## src/rtl/rpgsa_pkg.sv

```systemverilog
// ----------------------------------------------------------------------------
// rpgsa_pkg
// shared widths, codes and control types of the gradient scatter-add block
// ----------------------------------------------------------------------------
package rpgsa_pkg;

    localparam int MAP_ENTRIES_DEF = 65536;

    localparam int PLANE_W     = 17;
    localparam int CHAN_CNT_W  = 10;
    localparam int POS_W       = 16;
    localparam int CHAN_W      = 9;
    localparam int DATA_W      = 32;
    localparam int STATUS_W    = 2;
    // position + channel * plane_size never exceeds 26 bits
    localparam int ADDR_FULL_W = 26;
    localparam int CFG_IDX_W   = 1;
    localparam int CFG_DATA_W  = 17;

    localparam logic [PLANE_W-1:0]    PLANE_SIZE_RST    = PLANE_W'(1024);
    localparam logic [CHAN_CNT_W-1:0] CHANNEL_COUNT_RST = CHAN_CNT_W'(64);

    localparam logic [CFG_IDX_W-1:0] CFG_PLANE_SIZE    = 1'b0;
    localparam logic [CFG_IDX_W-1:0] CFG_CHANNEL_COUNT = 1'b1;

    localparam logic CMD_ACCUM = 1'b0;
    localparam logic CMD_READ  = 1'b1;

    localparam logic [STATUS_W-1:0] ST_ACCUM = 2'd0;
    localparam logic [STATUS_W-1:0] ST_SKIP  = 2'd1;
    localparam logic [STATUS_W-1:0] ST_RANGE = 2'd2;
    localparam logic [STATUS_W-1:0] ST_READ  = 2'd3;

    // controller to datapath
    typedef struct packed {
        logic clear;      // write zero at the clearing counter
        logic load;       // capture the input item
        logic addr_calc;  // form flat address and range flags
        logic rd_issue;   // read the map entry, settle status
        logic finish;     // write back and load the output register
    } t_dp_cmd;

    // datapath to controller
    typedef struct packed {
        logic clear_last;
        logic out_free;
    } t_dp_stat;

endpackage

```

## src/rtl/rpgsa_ctrl.sv

```systemverilog
// ----------------------------------------------------------------------------
// rpgsa_ctrl
// sequencer: clearing pass, then address, read and write-back per item
// ----------------------------------------------------------------------------
module rpgsa_ctrl (
    input  logic                i_clk,
    input  logic                i_rst_n,
    input  logic                i_in_valid,
    output logic                o_in_ready,
    input  rpgsa_pkg::t_dp_stat i_stat,
    output rpgsa_pkg::t_dp_cmd  o_cmd
);
    import rpgsa_pkg::*;

    typedef enum logic [4:0] {
        S_CLEAR = 5'b00001,
        S_IDLE  = 5'b00010,
        S_ADDR  = 5'b00100,
        S_READ  = 5'b01000,
        S_WRITE = 5'b10000
    } t_state;

    t_state r_state;
    t_state n_state;

    always_ff @(posedge i_clk) begin
        if (!i_rst_n) begin
            r_state <= S_CLEAR;
        end else begin
            r_state <= n_state;
        end
    end

    always_comb begin
        n_state = r_state;
        o_cmd   = '0;
        unique case (r_state)
            S_CLEAR: begin
                o_cmd.clear = 1'b1;
                if (i_stat.clear_last) begin
                    n_state = S_IDLE;
                end
            end
            S_IDLE: begin
                if (i_in_valid) begin
                    o_cmd.load = 1'b1;
                    n_state    = S_ADDR;
                end
            end
            S_ADDR: begin
                o_cmd.addr_calc = 1'b1;
                n_state         = S_READ;
            end
            S_READ: begin
                o_cmd.rd_issue = 1'b1;
                n_state        = S_WRITE;
            end
            S_WRITE: begin
                // hold while the previous result is still waiting
                if (i_stat.out_free) begin
                    o_cmd.finish = 1'b1;
                    n_state      = S_IDLE;
                end
            end
            default: begin
                n_state = S_IDLE;
            end
        endcase
    end

    assign o_in_ready = (r_state == S_IDLE);

endmodule

```

## config.mk

```make
export PLATFORM = sky130hd
export DESIGN_NAME = rpgsa_ctrl
export DESIGN_NICKNAME = d
export VERILOG_FILES = /design/src/rtl/rpgsa_pkg.sv /design/src/rtl/rpgsa_ctrl.sv
export SDC_FILE = /design/constraint.sdc
export NUM_CORES = 1
export LEC_CHECK = 0
export ABC_CLOCK_PERIOD_IN_PS = 1700
export BUFFER_PORTS_ARGS = -buffer_cell sky130_fd_sc_hd__buf_4
export CORE_AREA = 2 2 39 41
export DETAILED_ROUTE_END_ITERATION = 10
export DIE_AREA = 0 0 41 43
export PLACE_DENSITY = 0.44
export SLEW_MARGIN = 10
export SYNTH_ARGS = -nofsm -noshare
export SYNTH_HDL_FRONTEND = slang
export SYNTH_SLANG_ARGS = --single-unit
```

## constraint.sdc

```tcl
create_clock -name i_clk -period 1.7 [get_ports i_clk]
set_input_delay 0.255 -clock i_clk [delete_from_list [all_inputs] [get_ports i_clk]]
set_output_delay 0.255 -clock i_clk [all_outputs]
set_load 0.05 [all_outputs]
```

==> impl_metrics.ini, run 1 <==
[logic_synthesis]
synth_top_area_cell = dfxtp_1
syn_nets = 36
synth.area.mux_share = 0
synth-xor-area-share = 0.0324
yosysWarnings = 0
synth_top_family_by_area = simple AND/OR/NAND/NOR gates
ys_seq_area_frac = 0.370
synth-simple-area-share = 0.384
netlist_area_um2 = 270
ys_ff_latch = 5
ys_top_cells_by_area = dfxtp_1 (37%), nor2_1 (6.9%), nand3b_1 (5.6%)
synth_top_area_frac = 0.370
synth_cell_types = 19
synth.avg_cell_area_um2 = 8.72
synth_fa_ha_area_frac = 0
syn_inst = 31
synth-compound-area-share = 0.157

[final_layout]
final_cells = 61
largestRegisters = r_state (5)
areaGrowthSynthToFinish_pct = 63.9
diodes = 0
largest_reg_flops = 5
final_nets = 51
layout-drive-gt1-share = 0.556
top_register = r_state
fin_area_um2 = 443

[power_and_ir_drop]
leakage_nw = 0.168
powerDensity_nw_per_um2 = 785
power.switching_mw = 0.0975
irDropWorstVdd_mv = 0.295
combPwrFrac = 0.252
pwr-share-clk = 0.375
seqPwrFrac = 0.373
p_sw_frac = 0.280
internal-power_mw = 0.250

[routing]
vias = 269
postRouteAntennaNets = 0
initialDrtViolationCount = 3
drc = 0
drtPass1Iterations = 4
wirelength_um = 659
routedWlPerCell_um = 10.8
routed_via_density = 4.41

[clock_tree]
cts_tree = yes
cts_buffers = 3
cts-htree-levels = 1
clock-sinks = 5
root_buffer = clkbuf_4
cts.clk_slew.worst_paths_ps = 40
clockBufferDepth = 2
clk_latency_ps = 230
hold_buffers = 0

[hold_path]
hp-class = primary input to flip-flop
hp-start = i_rst_n

[timing]
rsz0062_at_grt = false
setup-tns-final_ps = 0
worstMarginPinSlew_ps = 251
finalCritPeriodShare = 0.968
finalSetupViolCount = 0
post-route-min-period_ps = 1640
maxSlewHeadroom = 0.831
finClkSkew_ps = 0.441
holdWs_ps = 238
hold_violations = 0
fmaxAchievable_ghz = 0.608
maxSlewViolCount = 0

[placement]
io_buffers = 10
globalplace.congestion = 0.763
dp_cells = 56
dpl.hpwl_um = 512
place_area_um2 = 370

[global_routing]
antenna_found_initial = 0
grt_max_degree = 8
grt_usage = 0.0874
grt_pass1_wl_um = 966
grt-ovfl-total = 0
grt_pass1_vias = 232

[floorplanning]
die_w_um = 41
die_y_um = 43
dieArea_um2 = 1760
row_count = 14
core-area_um2 = 1380
ios = 11
start_util = 0.195

[critical_path]
critPathArrivalTime_ps = 1390
critPathMaxFanout = 6
crit_start = r_state[2]$_SDFFE_PN0P_
worstSetupEndpointType = output port
setup.worst_path.class = flip-flop to output port
startpoint_type = flip-flop
cp.required_ps = 1440
r2r-start = r_state[2]$_SDFFE_PN0P_

[outcome]
status = finished clean

[flow_run]
cap_violations = 0
-- layout by cell type (no fill, tap or decap), types with 2 or more instances in the layout --
cell | Yosys | final
buf_6 | 0 | 3
nand3b_1 | 2 | 2
inv_1 | 2 | 2
dfxtp_2 | 0 | 2
clkbuf_4 | 0 | 3
dfxtp_1 | 5 | 2
buf_4 | 1 | 8
or3_4 | 0 | 2
nor2_1 | 5 | 4
-- final cells by class --
type | instances | area [um^2]
repair buffers | 11 | 93.8
multi-input cells | 23 | 189
inverters | 2 | 7.51
flip-flops and latches | 5 | 106
fillers | 159 | 941
well taps | 16 | 20.0
clock buffers | 4 | 26.3
-- worst max-delay path, stage by stage, from the launching register on --
cell and delay, ps:
dfxtp_4 360, or4_4 540, nor2_4 100, buf_6 160
-- repair_timing --
action / 4_1_cts / 5_1_grt
gates cloned: 0 / 0
gates resized for setup: 3 / 8
setup buffers: 1 / 0
setup endpoints to repair: 2 / 5
endpoints found under the hold margin: 0 / 0
pin swaps: 1 / 1
-- layer usage --
layer  wire (um)  GRT usage
met3          18     0.0314
met4           0     0.0800
met5           0          0
met1         272      0.113
met2         368      0.106
-- power groups by stage --
stage	sequential, mW	clock [mW]	combinational, mW
2_1_floorplan	0.130	0	0.0512
5_1_grt	0.131	0.149	0.0927
3_5_place_dp	0.132	0	0.0725
3_3_place_gp	0.132	0	0.0713
6_report	0.130	0.130	0.0877
4_1_cts	0.130	0.139	0.0806
-- stage by stage --
| stage | power, mW | worst slack (ps) | util |
|---|---|---|---|
| CTS | 0.350 | 6.51 | 0.301 |
| global placement | 0.203 | 222 | 0.268 |
| floorplan | 0.181 | -34.4 | - |
| detailed placement | 0.205 | 198 | 0.268 |
| global route | 0.372 | 6.72 | 0.320 |
| finish | 0.348 | 55.2 | 0.320 |
-- cells in the mapped netlist --
library cell	count
o22ai_1	1
nor3_1	2
nor3b_1	1
buf_4	1
nor2_1	5
or4_4	1
nor4_1	1
o21ai_2	1
dfxtp_1	5
nand2b_1	1
a211oi_1	1
nand3b_1	2
xnor2_1	1
or3b_1	1
or2b_1	1
inv_1	2
or3_1	2
a21oi_1	1
o221ai_2	1
-- worst paths after layout --
check,to,slack (ps),cells past startpoint
setup / recovery,o_cmd[4],60,3
hold / removal,r_state[0]$_SDFFE_PN1P_,240,2
setup reg to reg,r_state[2]$_SDFFE_PN0P_,250,4
hold reg to reg,r_state[1]$_SDFFE_PN0P_,550,2
-- logic make-up (layout without fill, tap and decap cells) --
logic type                count (synthesis)  in the layout
xor gates and xnor gates                  1              1
buffers and inverters                     3             17
and+or+nand+nor                          17             17
DFF                                       5              5
AOI/OAI and AO/OA                         5              5
Note: power is estimated with default switching activity, not from simulation.
==> run 2: changes to the inputs <==
REMOVE_ABC_BUFFERS = 1   (was default)
==> impl_metrics.ini, run 2 (same netlist as run 1, synthesis figures left out) <==
[routing]
routedWlPerCell_um = 9.48
wirelength_um = 569
vias = 266
routed_via_density = 4.43
drc = 0
initialDrtViolationCount = 1
postRouteAntennaNets = 0
drtPass1Iterations = 2

[power_and_ir_drop]
powerDensity_nw_per_um2 = 834
total_power_mw = 0.339
leakage_nw = 0.158
irDropWorstVdd_mv = 0.232

[placement]
dp_cells = 56
io_buffers = 10
place_area_um2 = 358
globalplace.congestion = 0.612
dpl.hpwl_um = 467

[floorplanning]
die_w_um = 41
row_count = 14
ios = 11
dieArea_um2 = 1760
core-area_um2 = 1380
start_util = 0.195
die_y_um = 43

[timing]
maxSlewViolCount = 0
maxSlewHeadroom = 0.845
rsz0062_at_grt = true
post-route-min-period_ps = 1680
finClkSkew_ps = 1.09
worstMarginPinSlew_ps = 230
finalCritPeriodShare = 0.989
fmaxAchievable_ghz = 0.595
hold_violations = 0
finalSetupViolCount = 0

[final_layout]
layout-drive-gt1-share = 0.455
final_util = 0.294
largest_reg_flops = 5
final_cells = 60
top_register = r_state
largestRegisters = r_state (5)
nFillCells = 164
diodes = 0
final_cell_mix = buf_4 (9), nor2_1 (4), dfxtp_1 (4), clkbuf_4 (3)
final_common_cell = buf_4
areaGrowthSynthToFinish_pct = 50.5
fin_area_um2 = 407
final_nets = 50

[critical_path]
r2r-start = r_state[2]$_SDFFE_PN0P_
reg2reg_setup_slack_ps = 340
setup.worst_path.class = flip-flop to output port
r2r-end = r_state[2]$_SDFFE_PN0P_
r2r_cells = 3
critPathArrivalTime_ps = 1430
cp_slowest_cell = or4_4
cpLargestDelayFamily = simple AND/OR/NAND/NOR gates
cpPeakStageDelay_ps = 580
startpoint_type = flip-flop
cp_cell_sequence = or4_4 -> nor2_4 -> buf_6
worstSetupEndpointType = output port
cp.required_ps = 1440
critPathMaxFanout = 6
cp_num_buf_inv = 1

[clock_tree]
clockBufferDepth = 2
clk_latency_ps = 240
cts_buffers = 3
clock-sinks = 5
cts.clk_slew.worst_paths_ps = 40
cts_tree = yes
hold_buffers = 0
cts-htree-levels = 1
root_buffer = clkbuf_4

[outcome]
status = finished clean

[flow_run]
cap_violations = 0

[hold_path]
hp-start = i_rst_n
whs_endpoint = r_state[0]$_SDFFE_PN1P_
hp-class = primary input to flip-flop
hold_path_depth = 2

[global_routing]
grt_pass1_vias = 245
grt_pass1_wl_um = 903
antenna_found_initial = 0
grt_max_degree = 8
grt-ovfl-total = 0
grt_usage = 0.0796
run 2: cell types whose count changed in the layout (fill, tap and decap cells not counted), sizes merged:
cell,previous run,this run
buf,11,10
run 2: stage by stage:
stage,hold WS [ps],worst slack (ps),setup TNS (ps)
3_5_place_dp,479,193,0
2_1_floorplan,340,-505,-1020
3_3_place_gp,492,163,0
6_report,231,19.5,0
5_1_grt,232,-38.7,-38.7
4_1_cts,224,4.12,0
run 2: final cells by class:
class | instances | area (um^2) | share of cell area
Clock buffer | 4 | 26.3 | 0.0646
Inverter | 2 | 7.51 | 0.0185
Multi-Input combinational cell | 23 | 173 | 0.425
Sequential cell | 5 | 101 | 0.249
Tap cell | 16 | 20.0 | 0.0492
Timing Repair Buffer | 10 | 78.8 | 0.194
run 2: layer usage:
layer / global-route usage / wire [um] / part of all wire
met1: 0.0877 / 249 / 0.44
met2: 0.106 / 297 / 0.52
met3: 0.0314 / 22 / 0.039
met4: 0.0800 / 0 / 0
met5: 0 / 0 / 0
run 2: power by group:
| part | switching [mW] | internal (mW) | leakage (nW) | total, mW |
|---|---|---|---|---|
| clock | 0.0447 | 0.0885 | 0.0150 | 0.133 |
| sequential | 0.00678 | 0.123 | 0.0416 | 0.130 |
| combinational | 0.0440 | 0.0324 | 0.101 | 0.0764 |
| total | 0.0955 | 0.244 | 0.158 | 0.339 |
run 2: worst max-delay path by stage:
stage / start / end / slack, ps / depth (start not counted)
after CTS: r_state[3]$_SDFFE_PN0P_ / o_in_ready / 4 / 3
after detailed placement: r_state[3]$_SDFFE_PN0P_ / o_in_ready / 190 / 3
after floorplan: r_state[3]$_SDFFE_PN0P_ / o_in_ready / -510 / 2
after global placement: r_state[3]$_SDFFE_PN0P_ / o_in_ready / 160 / 3
final: r_state[2]$_SDFFE_PN0P_ / o_cmd[4] / 20 / 3
after global routing: r_state[2]$_SDFFE_PN0P_ / o_cmd[4] / -40 / 3
run 2: worst register-to-register path, stage by stage, from the launching register on:
cell and delay (ps):
dfxtp_1 350, or4_4 580, o221ai_2 240, nor3_1 70
run 2: timing repair:
| action | in CTS | in global routing |
|---|---|---|
| endpoints found under the setup margin | 3 | 2 |
| pin swaps | 1 | 0 |
| gates resized for setup | 4 | 2 |
| buffers inserted | 0 | 0 |
| cloned | 0 | 0 |
